## config.mk

```make
export PLATFORM = sky130hd
export DESIGN_NAME = min_heap_timer_queue_top_flat
export DESIGN_NICKNAME = d
export VERILOG_FILES = /design/src/sv/mhtq_pkg.sv /design/src/sv/mhtq_ifs.sv /design/src/sv/min_heap_timer_queue_top.sv /design/src/sv/mhtq_ram.sv /design/src/sv/mhtq_dp.sv /design/src/sv/mhtq_ctrl.sv /design/src/flat_wrapper.sv
export SDC_FILE = /design/constraint.sdc
export NUM_CORES = 2
export LEC_CHECK = 0
export BUFFER_PORTS_ARGS = -buffer_cell sky130_fd_sc_hd__buf_2
export CAP_MARGIN = 20
export CELL_PAD_IN_SITES_DETAIL_PLACEMENT = 1
export CELL_PAD_IN_SITES_GLOBAL_PLACEMENT = 1
export CORE_MARGIN = 2
export CORE_UTILIZATION = 45
export CTS_CLUSTER_DIAMETER = 80
export CTS_CLUSTER_SIZE = 25
export DETAILED_ROUTE_END_ITERATION = 10
export PLACE_DENSITY_LB_ADDON = 0.1
export RECOVER_POWER = 50
export SETUP_SLACK_MARGIN = 0.1
export SLEW_MARGIN = 30
export SYNTH_ARGS = -nofsm -noshare
export SYNTH_HDL_FRONTEND = slang
export SYNTH_SLANG_ARGS = --single-unit
```

## constraint.sdc

```tcl
create_clock -name clock -period 10.78 [get_ports clock]
set_input_delay 1.617 -clock clock [delete_from_list [all_inputs] [get_ports clock]]
set_output_delay 1.617 -clock clock [all_outputs]
set_load 0.05 [all_outputs]
```

## src/sv/mhtq_pkg.sv

```systemverilog
// Shared types, codes and constants of the min-heap timer queue.
`timescale 1ns / 1ps

package mhtq_pkg;

   localparam int HEAP_DEPTH_DEF = 32;

   localparam int FUNC_W = 2;
   localparam int ID_W   = 8;
   localparam int TIME_W = 32;
   localparam int KIND_W = 3;

   // Request function codes
   localparam logic [FUNC_W-1:0] FUNC_ADD    = 2'd0;
   localparam logic [FUNC_W-1:0] FUNC_CANCEL = 2'd1;
   localparam logic [FUNC_W-1:0] FUNC_TICK   = 2'd2;

   // Response kinds
   localparam logic [KIND_W-1:0] KIND_ADDED     = 3'd0;
   localparam logic [KIND_W-1:0] KIND_FULL      = 3'd1;
   localparam logic [KIND_W-1:0] KIND_CANCELLED = 3'd2;
   localparam logic [KIND_W-1:0] KIND_NOT_FOUND = 3'd3;
   localparam logic [KIND_W-1:0] KIND_FIRED     = 3'd4;
   localparam logic [KIND_W-1:0] KIND_DONE      = 3'd5;

   typedef struct packed {
      logic              live;
      logic [ID_W-1:0]   id;
      logic [TIME_W-1:0] expire;
   } entry_type;

   localparam int ENTRY_W = $bits(entry_type);

   typedef struct packed {
      logic [FUNC_W-1:0] func;
      logic [ID_W-1:0]   timer_id;
      logic [TIME_W-1:0] expire_time;
      logic [TIME_W-1:0] now_time;
   } req_payload_type;

   typedef struct packed {
      logic [KIND_W-1:0] kind;
      logic [ID_W-1:0]   fired_id;
      logic [TIME_W-1:0] fired_expire;
      logic              last;
   } rsp_payload_type;

   typedef enum logic [2:0] {
      POS_HOLD, POS_ZERO, POS_COUNT, POS_PARENT, POS_CHILD, POS_NEXT
   } pos_sel_type;

   typedef enum logic [2:0] {
      RD_ROOT, RD_PARENT, RD_LEFT, RD_RIGHT, RD_POS, RD_LAST
   } rd_sel_type;

   typedef enum logic [2:0] {
      WR_NEW, WR_RD, WR_CLEAR, WR_CHILD, WR_ENT
   } wr_sel_type;

   typedef enum logic [2:0] {
      EMIT_FULL, EMIT_ADDED, EMIT_CXL, EMIT_FIRE, EMIT_DONE
   } emit_sel_type;

   typedef struct packed {
      logic         load_req;
      logic         count_inc;
      logic         count_dec;
      pos_sel_type  pos_sel;
      rd_sel_type   rd_sel;
      logic         wr_en;
      wr_sel_type   wr_sel;
      logic         ent_load;
      logic         left_load;
      logic         hit_set;
      logic         emit;
      emit_sel_type emit_sel;
   } cmd_type;

   typedef struct packed {
      logic full;
      logic count_zero;
      logic pos_zero;
      logic parent_le;
      logic root_due;
      logic root_live;
      logic left_exists;
      logic right_exists;
      logic child_lt;
      logic match;
      logic scan_last;
      logic out_busy;
   } status_type;

endpackage

```

## src/sv/mhtq_ifs.sv

```systemverilog
// Valid/ready channel interfaces for requests and responses.
`timescale 1ns / 1ps

interface mhtq_req_if;
   logic                        valid;
   logic                        ready;
   logic [mhtq_pkg::FUNC_W-1:0] func;
   logic [mhtq_pkg::ID_W-1:0]   timer_id;
   logic [mhtq_pkg::TIME_W-1:0] expire_time;
   logic [mhtq_pkg::TIME_W-1:0] now_time;

   modport source (output valid, func, timer_id, expire_time, now_time, input ready);
   modport sink (input valid, func, timer_id, expire_time, now_time, output ready);
endinterface

interface mhtq_rsp_if;
   logic                        valid;
   logic                        ready;
   logic [mhtq_pkg::KIND_W-1:0] kind;
   logic [mhtq_pkg::ID_W-1:0]   fired_id;
   logic [mhtq_pkg::TIME_W-1:0] fired_expire;
   logic                        last;

   modport source (output valid, kind, fired_id, fired_expire, last, input ready);
   modport sink (input valid, kind, fired_id, fired_expire, last, output ready);
endinterface

```

## src/sv/min_heap_timer_queue_top.sv

```systemverilog
// Top level of the min-heap timer queue: controller, datapath and channel hookup.
`timescale 1ns / 1ps

// Binary min-heap of up to HEAP_DEPTH timers held in one single-port-read RAM. One
// request is handled at a time; every level of a heap walk costs RAM reads, one per
// cycle. Add: the new timer climbs from the end of the heap, at most log2 HEAP_DEPTH
// levels, moving each later parent down, and is written where its parent is not later.
// Cancel: every stored entry is scanned for the id. Tick: each due root is popped and
// fired if live, the last entry is moved to the root and sifted down, and the new root
// is looked at again; done is reported once the root is not due or the heap is empty.
// Every response also waits while the previous one sits untaken in the output register.
// A request is taken again as soon as the last response sits in the output register,
// even if it is not yet taken.
module min_heap_timer_queue_top #(
   parameter int HEAP_DEPTH = mhtq_pkg::HEAP_DEPTH_DEF
) (
   input logic        clock,
   input logic        reset,
   mhtq_req_if.sink   req_chan,
   mhtq_rsp_if.source rsp_chan
);

   mhtq_pkg::cmd_type         cmd;
   mhtq_pkg::status_type      status;
   mhtq_pkg::req_payload_type req_data;
   mhtq_pkg::rsp_payload_type rsp_data;
   logic                      req_ready;
   logic                      rsp_valid;

   assign req_data = '{func: req_chan.func, timer_id: req_chan.timer_id,
                       expire_time: req_chan.expire_time, now_time: req_chan.now_time};

   mhtq_ctrl u_ctrl (
      .clock     (clock),
      .reset     (reset),
      .req_valid (req_chan.valid),
      .req_func  (req_chan.func),
      .req_ready (req_ready),
      .status    (status),
      .cmd       (cmd)
   );

   mhtq_dp #(
      .HEAP_DEPTH (HEAP_DEPTH)
   ) u_dp (
      .clock     (clock),
      .reset     (reset),
      .req_data  (req_data),
      .cmd       (cmd),
      .status    (status),
      .rsp_ready (rsp_chan.ready),
      .rsp_valid (rsp_valid),
      .rsp_data  (rsp_data)
   );

   assign req_chan.ready        = req_ready;
   assign rsp_chan.valid        = rsp_valid;
   assign rsp_chan.kind         = rsp_data.kind;
   assign rsp_chan.fired_id     = rsp_data.fired_id;
   assign rsp_chan.fired_expire = rsp_data.fired_expire;
   assign rsp_chan.last         = rsp_data.last;

endmodule

```

## src/sv/mhtq_ram.sv

```systemverilog
// Generic simple dual-port RAM with one write port and one registered read port.
`timescale 1ns / 1ps

module mhtq_ram #(
   parameter int WIDTH = 8,
   parameter int DEPTH = 32
) (
   input  logic                     clock,
   input  logic                     wr_en,
   input  logic [$clog2(DEPTH)-1:0] wr_addr,
   input  logic [WIDTH-1:0]         wr_data,
   input  logic [$clog2(DEPTH)-1:0] rd_addr,
   output logic [WIDTH-1:0]         rd_data
);

   logic [WIDTH-1:0] mem_ff [DEPTH];
   logic [WIDTH-1:0] rd_data_ff;

   always_ff @(posedge clock) begin
      if (wr_en) begin
         mem_ff[wr_addr] <= wr_data;
      end
      rd_data_ff <= mem_ff[rd_addr];
   end

   assign rd_data = rd_data_ff;

endmodule

```

## src/sv/mhtq_dp.sv

```systemverilog
// Datapath: heap storage, walk pointer, entry count, compares and response register.
`timescale 1ns / 1ps

module mhtq_dp #(
   parameter int HEAP_DEPTH = mhtq_pkg::HEAP_DEPTH_DEF
) (
   input  logic                      clock,
   input  logic                      reset,
   input  mhtq_pkg::req_payload_type req_data,
   input  mhtq_pkg::cmd_type         cmd,
   output mhtq_pkg::status_type      status,
   input  logic                      rsp_ready,
   output logic                      rsp_valid,
   output mhtq_pkg::rsp_payload_type rsp_data
);

   localparam int IDX_W = $clog2(HEAP_DEPTH);
   localparam int CNT_W = $clog2(HEAP_DEPTH + 1);
   localparam int CH_W  = IDX_W + 2;

   logic [CNT_W-1:0]            count_ff, count_in;
   logic [IDX_W-1:0]            pos_ff, pos_in;
   logic [mhtq_pkg::ID_W-1:0]   op_id_ff;
   logic [mhtq_pkg::TIME_W-1:0] op_exp_ff;
   logic [mhtq_pkg::TIME_W-1:0] op_now_ff;
   logic                        hit_ff;
   mhtq_pkg::entry_type         ent_ff;
   mhtq_pkg::entry_type         left_ff;
   logic                        rsp_valid_ff;
   mhtq_pkg::rsp_payload_type   rsp_data_ff, rsp_data_in;

   logic [IDX_W-1:0]             rd_addr;
   logic [mhtq_pkg::ENTRY_W-1:0] rd_raw;
   mhtq_pkg::entry_type          rd_ent;
   mhtq_pkg::entry_type          wr_ent;

   logic [CH_W-1:0]     left_idx, right_idx;
   logic [IDX_W-1:0]    parent_idx, child_idx;
   logic                take_right;
   mhtq_pkg::entry_type child_ent;

   mhtq_ram #(
      .WIDTH (mhtq_pkg::ENTRY_W),
      .DEPTH (HEAP_DEPTH)
   ) u_heap_ram (
      .clock   (clock),
      .wr_en   (cmd.wr_en),
      .wr_addr (pos_ff),
      .wr_data (wr_ent),
      .rd_addr (rd_addr),
      .rd_data (rd_raw)
   );

   assign rd_ent = mhtq_pkg::entry_type'(rd_raw);

   // Tree neighbors of the walk pointer
   assign left_idx   = CH_W'({pos_ff, 1'b1});
   assign right_idx  = left_idx + CH_W'(1);
   assign parent_idx = (pos_ff - IDX_W'(1)) >> 1;

   // In the compare step of a sift-down, rd_ent holds the right child if there is one
   assign take_right = status.right_exists && (rd_ent.expire < left_ff.expire);
   assign child_ent  = take_right ? rd_ent : left_ff;
   assign child_idx  = take_right ? right_idx[IDX_W-1:0] : left_idx[IDX_W-1:0];

   always_comb begin
      unique case (cmd.rd_sel)
         mhtq_pkg::RD_ROOT:   rd_addr = '0;
         mhtq_pkg::RD_PARENT: rd_addr = parent_idx;
         mhtq_pkg::RD_LEFT:   rd_addr = left_idx[IDX_W-1:0];
         mhtq_pkg::RD_RIGHT:  rd_addr = right_idx[IDX_W-1:0];
         mhtq_pkg::RD_POS:    rd_addr = pos_ff;
         mhtq_pkg::RD_LAST:   rd_addr = count_ff[IDX_W-1:0];
         default:             rd_addr = '0;
      endcase
   end

   always_comb begin
      unique case (cmd.wr_sel)
         mhtq_pkg::WR_NEW:   wr_ent = '{live: 1'b1, id: op_id_ff, expire: op_exp_ff};
         mhtq_pkg::WR_RD:    wr_ent = rd_ent;
         mhtq_pkg::WR_CLEAR: wr_ent = '{live: 1'b0, id: rd_ent.id, expire: rd_ent.expire};
         mhtq_pkg::WR_CHILD: wr_ent = child_ent;
         mhtq_pkg::WR_ENT:   wr_ent = ent_ff;
         default:            wr_ent = ent_ff;
      endcase
   end

   always_comb begin
      unique case (cmd.pos_sel)
         mhtq_pkg::POS_HOLD:   pos_in = pos_ff;
         mhtq_pkg::POS_ZERO:   pos_in = '0;
         mhtq_pkg::POS_COUNT:  pos_in = count_ff[IDX_W-1:0];
         mhtq_pkg::POS_PARENT: pos_in = parent_idx;
         mhtq_pkg::POS_CHILD:  pos_in = child_idx;
         mhtq_pkg::POS_NEXT:   pos_in = pos_ff + IDX_W'(1);
         default:              pos_in = pos_ff;
      endcase
   end

   always_comb begin
      priority if (cmd.count_inc) begin
         count_in = count_ff + CNT_W'(1);
      end else if (cmd.count_dec) begin
         count_in = count_ff - CNT_W'(1);
      end else begin
         count_in = count_ff;
      end
   end

   always_comb begin
      rsp_data_in = rsp_data_ff;
      unique case (cmd.emit_sel)
         mhtq_pkg::EMIT_FULL: begin
            rsp_data_in = '{kind: mhtq_pkg::KIND_FULL, fired_id: op_id_ff,
                            fired_expire: op_exp_ff, last: 1'b1};
         end
         mhtq_pkg::EMIT_ADDED: begin
            rsp_data_in = '{kind: mhtq_pkg::KIND_ADDED, fired_id: op_id_ff,
                            fired_expire: op_exp_ff, last: 1'b1};
         end
         mhtq_pkg::EMIT_CXL: begin
            rsp_data_in = '{kind: hit_ff ? mhtq_pkg::KIND_CANCELLED : mhtq_pkg::KIND_NOT_FOUND,
                            fired_id: op_id_ff, fired_expire: '0, last: 1'b1};
         end
         mhtq_pkg::EMIT_FIRE: begin
            rsp_data_in = '{kind: mhtq_pkg::KIND_FIRED, fired_id: rd_ent.id,
                            fired_expire: rd_ent.expire, last: 1'b0};
         end
         mhtq_pkg::EMIT_DONE: begin
            rsp_data_in = '{kind: mhtq_pkg::KIND_DONE, fired_id: '0,
                            fired_expire: '0, last: 1'b1};
         end
         default: rsp_data_in = rsp_data_ff;
      endcase
   end

   always_ff @(posedge clock) begin
      if (reset) begin
         count_ff     <= '0;
         hit_ff       <= 1'b0;
         rsp_valid_ff <= 1'b0;
      end else begin
         count_ff <= count_in;
         if (cmd.load_req) begin
            hit_ff <= 1'b0;
         end else if (cmd.hit_set) begin
            hit_ff <= 1'b1;
         end
         if (cmd.emit) begin
            rsp_valid_ff <= 1'b1;
         end else if (rsp_ready) begin
            rsp_valid_ff <= 1'b0;
         end
      end
   end

   always_ff @(posedge clock) begin
      pos_ff <= pos_in;
      if (cmd.load_req) begin
         op_id_ff  <= req_data.timer_id;
         op_exp_ff <= req_data.expire_time;
         op_now_ff <= req_data.now_time;
      end
      if (cmd.ent_load) begin
         ent_ff <= rd_ent;
      end
      if (cmd.left_load) begin
         left_ff <= rd_ent;
      end
      if (cmd.emit) begin
         rsp_data_ff <= rsp_data_in;
      end
   end

   assign status.full         = count_ff == CNT_W'(HEAP_DEPTH);
   assign status.count_zero   = count_ff == '0;
   assign status.pos_zero     = pos_ff == '0;
   assign status.parent_le    = rd_ent.expire <= op_exp_ff;
   assign status.root_due     = rd_ent.expire <= op_now_ff;
   assign status.root_live    = rd_ent.live;
   assign status.left_exists  = left_idx < CH_W'(count_ff);
   assign status.right_exists = right_idx < CH_W'(count_ff);
   assign status.child_lt     = child_ent.expire < ent_ff.expire;
   assign status.match        = rd_ent.live && (rd_ent.id == op_id_ff);
   assign status.scan_last    = (CNT_W'(pos_ff) + CNT_W'(1)) == count_ff;
   assign status.out_busy     = rsp_valid_ff && !rsp_ready;

   assign rsp_valid = rsp_valid_ff;
   assign rsp_data  = rsp_data_ff;

   a_count_bound: assert property (@(posedge clock) disable iff (reset)
      count_ff <= CNT_W'(HEAP_DEPTH))
      else $error("entry count above heap depth");

   a_no_overwrite: assert property (@(posedge clock) disable iff (reset)
      cmd.emit |-> !(rsp_valid_ff && !rsp_ready))
      else $error("response register overwritten while stalled");

   a_inc_not_full: assert property (@(posedge clock) disable iff (reset)
      cmd.count_inc |-> count_ff < CNT_W'(HEAP_DEPTH))
      else $error("insert into a full heap");

   a_dec_not_empty: assert property (@(posedge clock) disable iff (reset)
      cmd.count_dec |-> count_ff != '0)
      else $error("pop from an empty heap");

   a_write_in_range: assert property (@(posedge clock) disable iff (reset)
      cmd.wr_en |-> CNT_W'(pos_ff) < count_ff)
      else $error("heap write beyond the stored entries");

endmodule

```

## src/sv/mhtq_ctrl.sv

```systemverilog
// Controller: sequences add, cancel and tick transactions over the heap datapath.
`timescale 1ns / 1ps

module mhtq_ctrl (
   input  logic                        clock,
   input  logic                        reset,
   input  logic                        req_valid,
   input  logic [mhtq_pkg::FUNC_W-1:0] req_func,
   output logic                        req_ready,
   input  mhtq_pkg::status_type        status,
   output mhtq_pkg::cmd_type           cmd
);

   typedef enum logic [4:0] {
      S_IDLE,
      S_ADD, S_ADD_CHK, S_ADD_CMP, S_ADD_DONE,
      S_CXL, S_CXL_RD, S_CXL_CHK, S_CXL_DONE,
      S_TICK, S_TICK_CHK, S_TICK_LAST, S_TICK_LD,
      S_SD_L, S_SD_R, S_SD_CMP, S_TICK_DONE
   } state_type;

   state_type state_ff, state_in;

   always_comb begin
      state_in      = state_ff;
      cmd           = '0;
      cmd.pos_sel   = mhtq_pkg::POS_HOLD;
      cmd.rd_sel    = mhtq_pkg::RD_ROOT;
      cmd.wr_sel    = mhtq_pkg::WR_ENT;
      cmd.emit_sel  = mhtq_pkg::EMIT_DONE;

      unique case (state_ff)
         S_IDLE: begin
            if (req_valid) begin
               cmd.load_req = 1'b1;
               priority if (req_func == mhtq_pkg::FUNC_ADD) begin
                  state_in = S_ADD;
               end else if (req_func == mhtq_pkg::FUNC_CANCEL) begin
                  state_in = S_CXL;
               end else if (req_func == mhtq_pkg::FUNC_TICK) begin
                  state_in = S_TICK;
               end else begin
                  state_in = S_IDLE;    // unused code: drop
               end
            end
         end

         S_ADD: begin
            if (status.full) begin
               if (!status.out_busy) begin
                  cmd.emit     = 1'b1;
                  cmd.emit_sel = mhtq_pkg::EMIT_FULL;
                  state_in     = S_IDLE;
               end
            end else begin
               cmd.pos_sel   = mhtq_pkg::POS_COUNT;
               cmd.count_inc = 1'b1;
               state_in      = S_ADD_CHK;
            end
         end

         S_ADD_CHK: begin
            if (status.pos_zero) begin
               cmd.wr_en  = 1'b1;
               cmd.wr_sel = mhtq_pkg::WR_NEW;
               state_in   = S_ADD_DONE;
            end else begin
               cmd.rd_sel = mhtq_pkg::RD_PARENT;
               state_in   = S_ADD_CMP;
            end
         end

         S_ADD_CMP: begin
            cmd.wr_en = 1'b1;
            if (status.parent_le) begin
               cmd.wr_sel = mhtq_pkg::WR_NEW;
               state_in   = S_ADD_DONE;
            end else begin
               // move parent down and climb
               cmd.wr_sel  = mhtq_pkg::WR_RD;
               cmd.pos_sel = mhtq_pkg::POS_PARENT;
               state_in    = S_ADD_CHK;
            end
         end

         S_ADD_DONE: begin
            if (!status.out_busy) begin
               cmd.emit     = 1'b1;
               cmd.emit_sel = mhtq_pkg::EMIT_ADDED;
               state_in     = S_IDLE;
            end
         end

         S_CXL: begin
            cmd.pos_sel = mhtq_pkg::POS_ZERO;
            state_in    = status.count_zero ? S_CXL_DONE : S_CXL_RD;
         end

         S_CXL_RD: begin
            cmd.rd_sel = mhtq_pkg::RD_POS;
            state_in   = S_CXL_CHK;
         end

         S_CXL_CHK: begin
            if (status.match) begin
               cmd.wr_en   = 1'b1;
               cmd.wr_sel  = mhtq_pkg::WR_CLEAR;
               cmd.hit_set = 1'b1;
            end
            if (status.scan_last) begin
               state_in = S_CXL_DONE;
            end else begin
               cmd.pos_sel = mhtq_pkg::POS_NEXT;
               state_in    = S_CXL_RD;
            end
         end

         S_CXL_DONE: begin
            if (!status.out_busy) begin
               cmd.emit     = 1'b1;
               cmd.emit_sel = mhtq_pkg::EMIT_CXL;
               state_in     = S_IDLE;
            end
         end

         S_TICK: begin
            cmd.rd_sel = mhtq_pkg::RD_ROOT;
            state_in   = status.count_zero ? S_TICK_DONE : S_TICK_CHK;
         end

         S_TICK_CHK: begin
            // keep addressing the root so its data holds during a stall
            cmd.rd_sel = mhtq_pkg::RD_ROOT;
            if (!status.root_due) begin
               state_in = S_TICK_DONE;
            end else if (!(status.root_live && status.out_busy)) begin
               cmd.emit      = status.root_live;
               cmd.emit_sel  = mhtq_pkg::EMIT_FIRE;
               cmd.count_dec = 1'b1;
               state_in      = S_TICK_LAST;
            end
         end

         S_TICK_LAST: begin
            if (status.count_zero) begin
               state_in = S_TICK;
            end else begin
               cmd.rd_sel  = mhtq_pkg::RD_LAST;
               cmd.pos_sel = mhtq_pkg::POS_ZERO;
               state_in    = S_TICK_LD;
            end
         end

         S_TICK_LD: begin
            cmd.ent_load = 1'b1;
            state_in     = S_SD_L;
         end

         S_SD_L: begin
            if (status.left_exists) begin
               cmd.rd_sel = mhtq_pkg::RD_LEFT;
               state_in   = S_SD_R;
            end else begin
               cmd.wr_en  = 1'b1;
               cmd.wr_sel = mhtq_pkg::WR_ENT;
               state_in   = S_TICK;
            end
         end

         S_SD_R: begin
            cmd.left_load = 1'b1;
            cmd.rd_sel    = status.right_exists ? mhtq_pkg::RD_RIGHT : mhtq_pkg::RD_LEFT;
            state_in      = S_SD_CMP;
         end

         S_SD_CMP: begin
            cmd.wr_en = 1'b1;
            if (status.child_lt) begin
               cmd.wr_sel  = mhtq_pkg::WR_CHILD;
               cmd.pos_sel = mhtq_pkg::POS_CHILD;
               state_in    = S_SD_L;
            end else begin
               cmd.wr_sel = mhtq_pkg::WR_ENT;
               state_in   = S_TICK;
            end
         end

         S_TICK_DONE: begin
            if (!status.out_busy) begin
               cmd.emit     = 1'b1;
               cmd.emit_sel = mhtq_pkg::EMIT_DONE;
               state_in     = S_IDLE;
            end
         end

         default: state_in = S_IDLE;
      endcase
   end

   always_ff @(posedge clock) begin
      if (reset) begin
         state_ff <= S_IDLE;
      end else begin
         state_ff <= state_in;
      end
   end

   assign req_ready = state_ff == S_IDLE;

   a_one_emit_source: assert property (@(posedge clock) disable iff (reset)
      cmd.emit |-> !cmd.load_req && !cmd.count_inc)
      else $error("response issued while taking a request or inserting");

   a_no_rw_same_slot: assert property (@(posedge clock) disable iff (reset)
      cmd.wr_en |-> !(cmd.count_inc || cmd.count_dec))
      else $error("heap write while the entry count moves");

   a_accept_only_idle: assert property (@(posedge clock) disable iff (reset)
      cmd.load_req |=> state_ff != S_TICK_CHK && state_ff != S_SD_CMP)
      else $error("request accepted in the middle of a heap walk");

endmodule

```

## src/flat_wrapper.sv

```systemverilog
// flat-port wrapper written by rule: the top's interface ports become plain ports
module min_heap_timer_queue_top_flat 
#(
   parameter int HEAP_DEPTH = mhtq_pkg::HEAP_DEPTH_DEF
)
  (clock, reset, req_chan_valid, req_chan_func, req_chan_timer_id, req_chan_expire_time, req_chan_now_time, req_chan_ready, rsp_chan_valid, rsp_chan_kind, rsp_chan_fired_id, rsp_chan_fired_expire, rsp_chan_last, rsp_chan_ready);
  mhtq_req_if req_chan_i ();
  mhtq_rsp_if rsp_chan_i ();
  input logic clock;
  input logic reset;
  input wire logic [$bits(req_chan_i.valid)-1:0] req_chan_valid;
  input wire logic [$bits(req_chan_i.func)-1:0] req_chan_func;
  input wire logic [$bits(req_chan_i.timer_id)-1:0] req_chan_timer_id;
  input wire logic [$bits(req_chan_i.expire_time)-1:0] req_chan_expire_time;
  input wire logic [$bits(req_chan_i.now_time)-1:0] req_chan_now_time;
  output wire logic [$bits(req_chan_i.ready)-1:0] req_chan_ready;
  output wire logic [$bits(rsp_chan_i.valid)-1:0] rsp_chan_valid;
  output wire logic [$bits(rsp_chan_i.kind)-1:0] rsp_chan_kind;
  output wire logic [$bits(rsp_chan_i.fired_id)-1:0] rsp_chan_fired_id;
  output wire logic [$bits(rsp_chan_i.fired_expire)-1:0] rsp_chan_fired_expire;
  output wire logic [$bits(rsp_chan_i.last)-1:0] rsp_chan_last;
  input wire logic [$bits(rsp_chan_i.ready)-1:0] rsp_chan_ready;
  assign req_chan_i.valid = req_chan_valid;
  assign req_chan_i.func = req_chan_func;
  assign req_chan_i.timer_id = req_chan_timer_id;
  assign req_chan_i.expire_time = req_chan_expire_time;
  assign req_chan_i.now_time = req_chan_now_time;
  assign req_chan_ready = req_chan_i.ready;
  assign rsp_chan_valid = rsp_chan_i.valid;
  assign rsp_chan_kind = rsp_chan_i.kind;
  assign rsp_chan_fired_id = rsp_chan_i.fired_id;
  assign rsp_chan_fired_expire = rsp_chan_i.fired_expire;
  assign rsp_chan_last = rsp_chan_i.last;
  assign rsp_chan_i.ready = rsp_chan_ready;
  min_heap_timer_queue_top #(.HEAP_DEPTH(HEAP_DEPTH)) u_core (.clock(clock), .reset(reset), .req_chan(req_chan_i), .rsp_chan(rsp_chan_i));
endmodule
```

### After elaboration in Yosys (flattened, before gate mapping)

Memories as Yosys holds them, arrays and structs flattened. A register that Yosys moved wholly into a read port is not among the register bits.
Cells that the tools add are included.

| storage, ports and cells | value |
|---|---|
| memories | 1 |
| RAM bits | 1312 |
| logic and storage cells | 155 |
| output and inout bits | 46 |
| register bits | 216 |

| operators by class | value |
|---|---|
| equal/unequal tests | 40 |
| $add $sub $neg | 6 |
| order comparisons | 6 |
| reductions and logical operators | 19 |
| muxes and demuxes | 65 |

Memory list:

| memory | depth | bits a word | rd ports | clocked after memory_dff | wr ports | RTL line | text |
|---|---|---|---|---|---|---|---|
| u_core.u_dp.u_heap_ram.mem_ff | 32 | 41 | 1 | 1 | 1 | mhtq_ram.sv:16 | `logic [WIDTH-1:0] mem_ff [DEPTH];` |

Operator list:

| cell | number |
|---|---|
| $pmux W44 S5 | 1 |
| $pmux W41 S4 | 1 |
| $pmux W5 S15 | 1 |
| $le A32 B32 Y1 | 2 |
| $lt A32 B32 Y1 | 2 |
| $mux W4 | 14 |
| $pmux W5 S5 | 2 |
| $mux W5 | 9 |
| $mux W41 | 1 |
| $eq A5 B4 Y1 const B | 8 |
| $pmux W4 S5 | 2 |
| $eq A3 B2 Y1 const B | 8 |
| $mux W3 | 8 |
| $eq A5 B3 Y1 const B | 4 |
| $mux W1 | 19 |
| $pmux W3 S6 | 1 |
| $eq A3 B3 Y1 const B | 5 |
| $pmux W3 S5 | 1 |
| $eq A3 B1 Y1 const B | 4 |
| $mux W6 | 2 |
| $eq A5 B2 Y1 const B | 2 |
| $logic_not A5 Y1 | 2 |
| $reduce_bool A5 Y1 | 2 |
| $eq A8 B8 Y1 | 1 |
| other kinds (26) | 34 |

### Logic depth before layout (Yosys ltp)

| logic depth | value |
|---|---|
| depth in word-level cells | 9 |
| depth in mapped cells | 25 |
| depth with buffers taken out | 21 |

### By module

From an unflattened synthesis, not the netlist that was laid out.

| second synthesis, totals | value |
|---|---|
| cells, all modules | 4261 |
| area, all modules | 65666.7 um^2 |

By module, submodules not included:

| module | cells each | area an instance (um^2) | times used |
|---|---|---|---|
| mhtq_ram | 2883 | 51799.7 | 1 |
| mhtq_dp | 1228 | 12887.4 | 1 |
| mhtq_ctrl | 150 | 979.7 | 1 |

### Least setup slack after synthesis

Ideal clock, no wire load.

| timing path | value |
|---|---|
| path type | reg-to-reg |
| start point | register u_core.u_dp.pos_ff[0] |
| end point | memory u_core.u_dp.u_heap_ram.mem_ff[0][40] (netlist bit), data pin |
| slack | 2.666 ns |
| period minus slack after synthesis | 8.114 ns |
| cell stages (with the launch flop) | 23 |
| buffers on the path | 4 |
| data required time | 10.024 ns |
| library setup time | 0.756 ns |
| arrival time | 7.358 ns |
| cell sequence | edfxtp_1 > buf_2 > inv_1 > ha_1 > ha_1 > o21a_1 > o31ai_1 > a21oi_1 > nand4b_1 > a21oi_1 > clkbuf_1 > clkbuf_1 > o21ai_0 > ha_1 > nand4_1 > nor3_1 > o211ai_1 > a21oi_1 > a2111oi_0 > o21ai_0 > buf_2 > o22ai_1 > a2111oi_0 |

| on the way | value |
|---|---|
| cells in the longest elaborated chain, start to end | 9 |
| elaborated cells between the ends (all ways) | 14 |
| those cells by class | 1 x add/sub; 2 x order compare; 3 x eq/ne; 5 x mux; 3 x reduce/logical |

Ends and longest elaborated chain:

| what | RTL line | text |
|---|---|---|
| start, declared | mhtq_dp.sv:22 | `logic [IDX_W-1:0] pos_ff, pos_in;` |
| start signal, assigned | mhtq_dp.sv:159 | `pos_ff <= pos_in;` |
| $add A6 B1 Y7 | mhtq_dp.sv:58 | `assign right_idx = left_idx + CH_W'(1);` |
| $lt A7 B6 Y1 | mhtq_dp.sv:183 | `assign status.right_exists = right_idx < CH_W'(count_ff);` |
| $logic_and A1 B1 Y1 | mhtq_dp.sv:62 | `assign take_right = status.right_exists && (rd_ent.expire < left_ff.expire);` |
| $mux W41 | mhtq_dp.sv:63 | `assign child_ent = take_right ? rd_ent : left_ff;` |
| $lt A32 B32 Y1 | mhtq_dp.sv:184 | `assign status.child_lt = child_ent.expire < ent_ff.expire;` |
| $mux W3 | mhtq_ctrl.sv:178 | `if (status.child_lt) begin` |
| $pmux W4 S5 | mhtq_ctrl.sv:32 | `unique case (state_ff)` |
| $eq A3 B2 Y1 (tied with other cells) | mhtq_dp.sv:79 | `unique case (cmd.wr_sel)` |
| $pmux W41 S4 * | mhtq_dp.sv:79 |  |
| named net u_core.u_dp.u_heap_ram.wr_data[40] | mhtq_ram.sv:11 | `input logic [WIDTH-1:0] wr_data,` |
| end, declared | mhtq_ram.sv:16 |  |

Mark *: on every way through the listed nets, which the timed path passes. The rest lies on a longest branch.

### Worst setup path in the final report

| timing path | value |
|---|---|
| start point | register u_core.u_dp.u_heap_ram.rd_data_ff[36], in the netlist u_core.u_dp.u_heap_ram.rd_data[36], read port of u_core.u_dp.u_heap_ram.mem_ff |
| end point | memory u_core.u_dp.u_heap_ram.mem_ff[11][14] (netlist bit), enable pin |

| on the way | value |
|---|---|
| cells in the longest elaborated chain, start to end | 6 |

Ends and longest elaborated chain:

| what | RTL line | text |
|---|---|---|
| start, declared | mhtq_ram.sv:17 | `logic [WIDTH-1:0] rd_data_ff;` |
| $eq A8 B8 Y1 | mhtq_dp.sv:185 | `assign status.match = rd_ent.live && (rd_ent.id == op_id_ff);` |
| $logic_and A1 B1 Y1 | mhtq_dp.sv:185 |  |
| $mux W4 | mhtq_ctrl.sv:105 | `if (status.match) begin` |
| $pmux W4 S5 | mhtq_ctrl.sv:32 |  |
| $mux W1 | mhtq_ram.sv:20 | `if (wr_en) begin` |
| $mux W1 (implied by the code) | mhtq_ram.sv:21 | `mem_ff[wr_addr] <= wr_data;` |

Every way passes these cells.

==> implementation parameters <==
Parameter                              Value

Status
  Outcome    complete, but fails checks
  Violations in the final reports    max-capacitance violations, max-slew violations

Synth
  Number of instances in the synthesized netlist    4423
  Count of state elements after synthesis    1569
  Net count of the mapped netlist    4647
  Flip-flop cell with the highest count after synthesis    sky130_fd_sc_hd__edfxtp_1
  Seq/Total Area, Yosys    71.19%
  Post-synthesis async set-or-reset flop share    0%
  Number of distinct library cells after synthesis    74
  Post-synthesis instance area    65430 um2
  Yosys warning total    0
  Avg Cell Area, Syn    14.79 um2
  Number of synthesized flops with an enable pin    1515

Die
  Die height    385.3 um
  I/O Pins    124
  Die X    385.3 um
  Effective utilization at floorplan    45.43%
  Area of the die    148500 um2
  Core region area    144000 um2
  Row cnt    139

GRT
  Number of global-route vias before repair    39490
  Remaining Overflow, GRT    0
  Global-route usage over all layers    28.39%
  Maximum number of pins on one net before global-route repair    159
  Initial antenna violation count    8
  Wire length of the first global-routing pass    297700 um

Clock tree
  Clock latency of the later-clocked register in the worst-skew pair    740 ps
  Number of sinks on the clock net    1569
  Number of setup buffers added after CTS    0
  Register clock-pin slew on the reported worst setup and hold paths    100 ps
  # resized after CTS    0
  CTS tree    yes
  Level count of the clock H-tree    3
  Hold buffer count at cts    0
  CTS Buffer Depth    3
  Clk Tree Root Cell    sky130_fd_sc_hd__clkbuf_16
  TritonCTS buffer count    87

Timing
  Final hold slack    523.2 ps
  Max Transition Viols Final    1108
  Maximum clock rate    107.4 MHz
  Part of the cycle the worst path needs    86.36%
  Total Negative Setup Slacks    0 ps
  Hold Vio Cnt, Final    0
  Post-route minimum period    9310 ps
  Setup repair after global routing missed its margin    no
  Least setup slack across all paths after layout    1470 ps
  Worst Skew    50.26 ps
  Worst-Margin Slew    4849 ps
  Final setup violation count    0
  Max-slew headroom at the worst pin    -223.2%

Hold path
  Hold WC Path Type    reg2reg
  Depth of the worst hold-timing path    2

Pwr
  Share of power burned in combinational logic    28.5%
  Static leakage power    26.25 nW
  Clk network pwr share    24.0%
  Power Density    224.1 nW/um2
  Fraction of power spent switching nets    35.02%
  Internal power component    10.43 mW
  Largest voltage drop on the vdd net    0.1785 mV
  Net load switching power    5.619 mW
  Proportion of power drawn by flip-flops and latches    47.5%

Layout
  Total Nets Final    4780
  Area taken by flip-flops and latches    46570 um2
  Fraction of layout cells with a size suffix above 1    9.706%
  Number of antenna repair diodes    0
  Count of non-filler cells in the finished layout    6529
  Most common cell after layout, fill and taps aside    sky130_fd_sc_hd__edfxtp_1
  Commonest cells after routing, fill and taps aside    1515 x sky130_fd_sc_hd__edfxtp_1, 621 x sky130_fd_sc_hd__nand2_1, 493 x sky130_fd_sc_hd__mux2i_1
  Filler Cells Inserted    13870
  Total area of multi-input combinational cells    17400 um2
  Synth-to-Final Area Change    9.432%

Critical path
  Crit path capture type    flip-flop
  Worst reg-to-reg path cell count    13
  Data arrival time of the critical path    9610 ps
  Required time at the worst-slack endpoint    11080 ps
  Startpoint type of the worst setup path    flip-flop
  Critical Setup Path Class    reg2reg
  Largest fanout of any net on the critical path    41

Placed design
  Post-placement worst setup slack    2868 ps
  Port-buffer cells    123
  Detailed Place HPWL    120700 um
  RePlAce Congestion    0.8764
  Number of placed instances, taps included    6368

Job
  Max cap viols    45

Detailed routing
  Number of nets with antenna violations after detailed routing    0
  Drt wl/cell    32.57 um
  Vias    39870
  Number of iterations in the first detailed-routing pass    5
  Sum of routed wire length over all layers    212600 um
  DRC violations left    0
  Initial drt markers    4824
  Via-to-Cell Ratio    6.106
[state kept, by name, summed over array words and instances, names as in the netlist]
| name | count |
|---|---|
| u_core.u_dp.op_exp_ff | 32 |
| u_core.u_dp.u_heap_ram.mem_ff | 1312 |
| u_core.u_dp.rsp_valid | 1 |
| u_core.u_ctrl.state_ff | 5 |
| u_core.u_dp.hit_ff | 1 |
| u_core.u_dp.op_now_ff | 32 |
| u_core.u_dp.rsp_data | 44 |
| u_core.u_dp.op_id_ff | 8 |
| u_core.u_dp.pos_ff | 5 |
| u_core.u_dp.count_ff | 6 |
| u_core.u_dp.left_ff | 41 |
| u_core.u_dp.u_heap_ram.rd_data | 41 |
| u_core.u_dp.ent_ff | 41 |
[power by group through the flow]
stage	combinational, mW	clock [mW]	sequential (mW)
3_5_place_dp	4.60	0	7.73
5_1_grt	4.97	4.11	7.65
3_3_place_gp	4.48	0	7.73
4_1_cts	4.62	3.92	7.59
2_1_floorplan	2.86	0	7.74
6_report	4.57	3.85	7.62
[cells in the mapped netlist, drive strengths merged, types with 59 or more instances]
| cell | instances | area share (%) |
|---|---|---|
| nand2 | 622 | 3.6 |
| a22o | 82 | 1.1 |
| a31oi | 91 | 0.88 |
| nand3 | 219 | 1.7 |
| inv | 158 | 0.91 |
| buf | 95 | 0.88 |
| nor2 | 92 | 0.55 |
| a32oi | 82 | 1.1 |
| edfxtp | 1515 | 70 |
| mux2i | 493 | 7.5 |
| clkbuf | 145 | 0.83 |
| a21oi | 59 | 0.47 |
| mux2 | 82 | 1.4 |
| o21ai | 75 | 0.58 |
| ha | 145 | 2.8 |
| nand4 | 59 | 0.56 |
[metal layers]
metal | share of wire, % | vias up | GRT usage (%) | wire length [um]
li1 | - | 17110 | - | -
met1 | 43 | 20860 | 40.09 | 91790
met2 | 46 | 1623 | 45.10 | 97370
met3 | 8.2 | 281 | 5.470 | 17540
met4 | 2.8 | 4 | 7.523 | 5912
met5 | 0.0085 | - | 0 | 18
[final timing paths]
path	to	start	slack, ps
setup / recovery	u_core.u_dp.u_heap_ram.mem_ff[11][14]	u_core.u_dp.u_heap_ram.rd_data[36]	1470
hold / removal	u_core.u_dp.hit_ff	u_core.u_dp.hit_ff	520
setup reg to reg	u_core.u_dp.u_heap_ram.mem_ff[11][14]	u_core.u_dp.u_heap_ram.rd_data[36]	1470
hold reg to reg	u_core.u_dp.hit_ff	u_core.u_dp.hit_ff	520
[cell type report]
class / instances / area share (%)
sequential: 1569 / 65.05
multi-input combinational: 2456 / 24.31
clock buffer: 117 / 3.331
tap: 1903 / 3.326
timing repair buffer: 284 / 2.405
inverter: 158 / 0.8284
clock inverter: 42 / 0.7532
[stage by stage]
step	total power, mW	util [%]	instance area, um2
after global placement	12.21	47.66	68630
final	16.05	49.72	71600
after floorplan	10.59	-	65430
after CTS	16.13	50.18	72260
after detailed placement	12.33	48.15	69340
after global routing	16.73	49.72	71600
[critical path: stages (launching register included)]
cell	delay, ps
sky130_fd_sc_hd__dfxtp_1	330
sky130_fd_sc_hd__clkbuf_1	570
sky130_fd_sc_hd__xor2_1	140
sky130_fd_sc_hd__nor4_1	380
sky130_fd_sc_hd__nand4_1	260
sky130_fd_sc_hd__nand2_1	140
sky130_fd_sc_hd__o211ai_1	180
sky130_fd_sc_hd__nor2_4	130
sky130_fd_sc_hd__clkbuf_1	2040
sky130_fd_sc_hd__or2_2	440
sky130_fd_sc_hd__nand2_1	360
sky130_fd_sc_hd__nor2_4	210
sky130_fd_sc_hd__clkbuf_1	1890
sky130_fd_sc_hd__clkbuf_1	1760
[cell families after synthesis]
family          synth area share [%]
compound gates                 5.871
xor+xnor                      0.3347
buf+inv                        2.622
simple gates                   8.227
flops                          71.19
mux                            8.954
fa+ha+maj                      2.804
(Power assumes the default switching activity.)
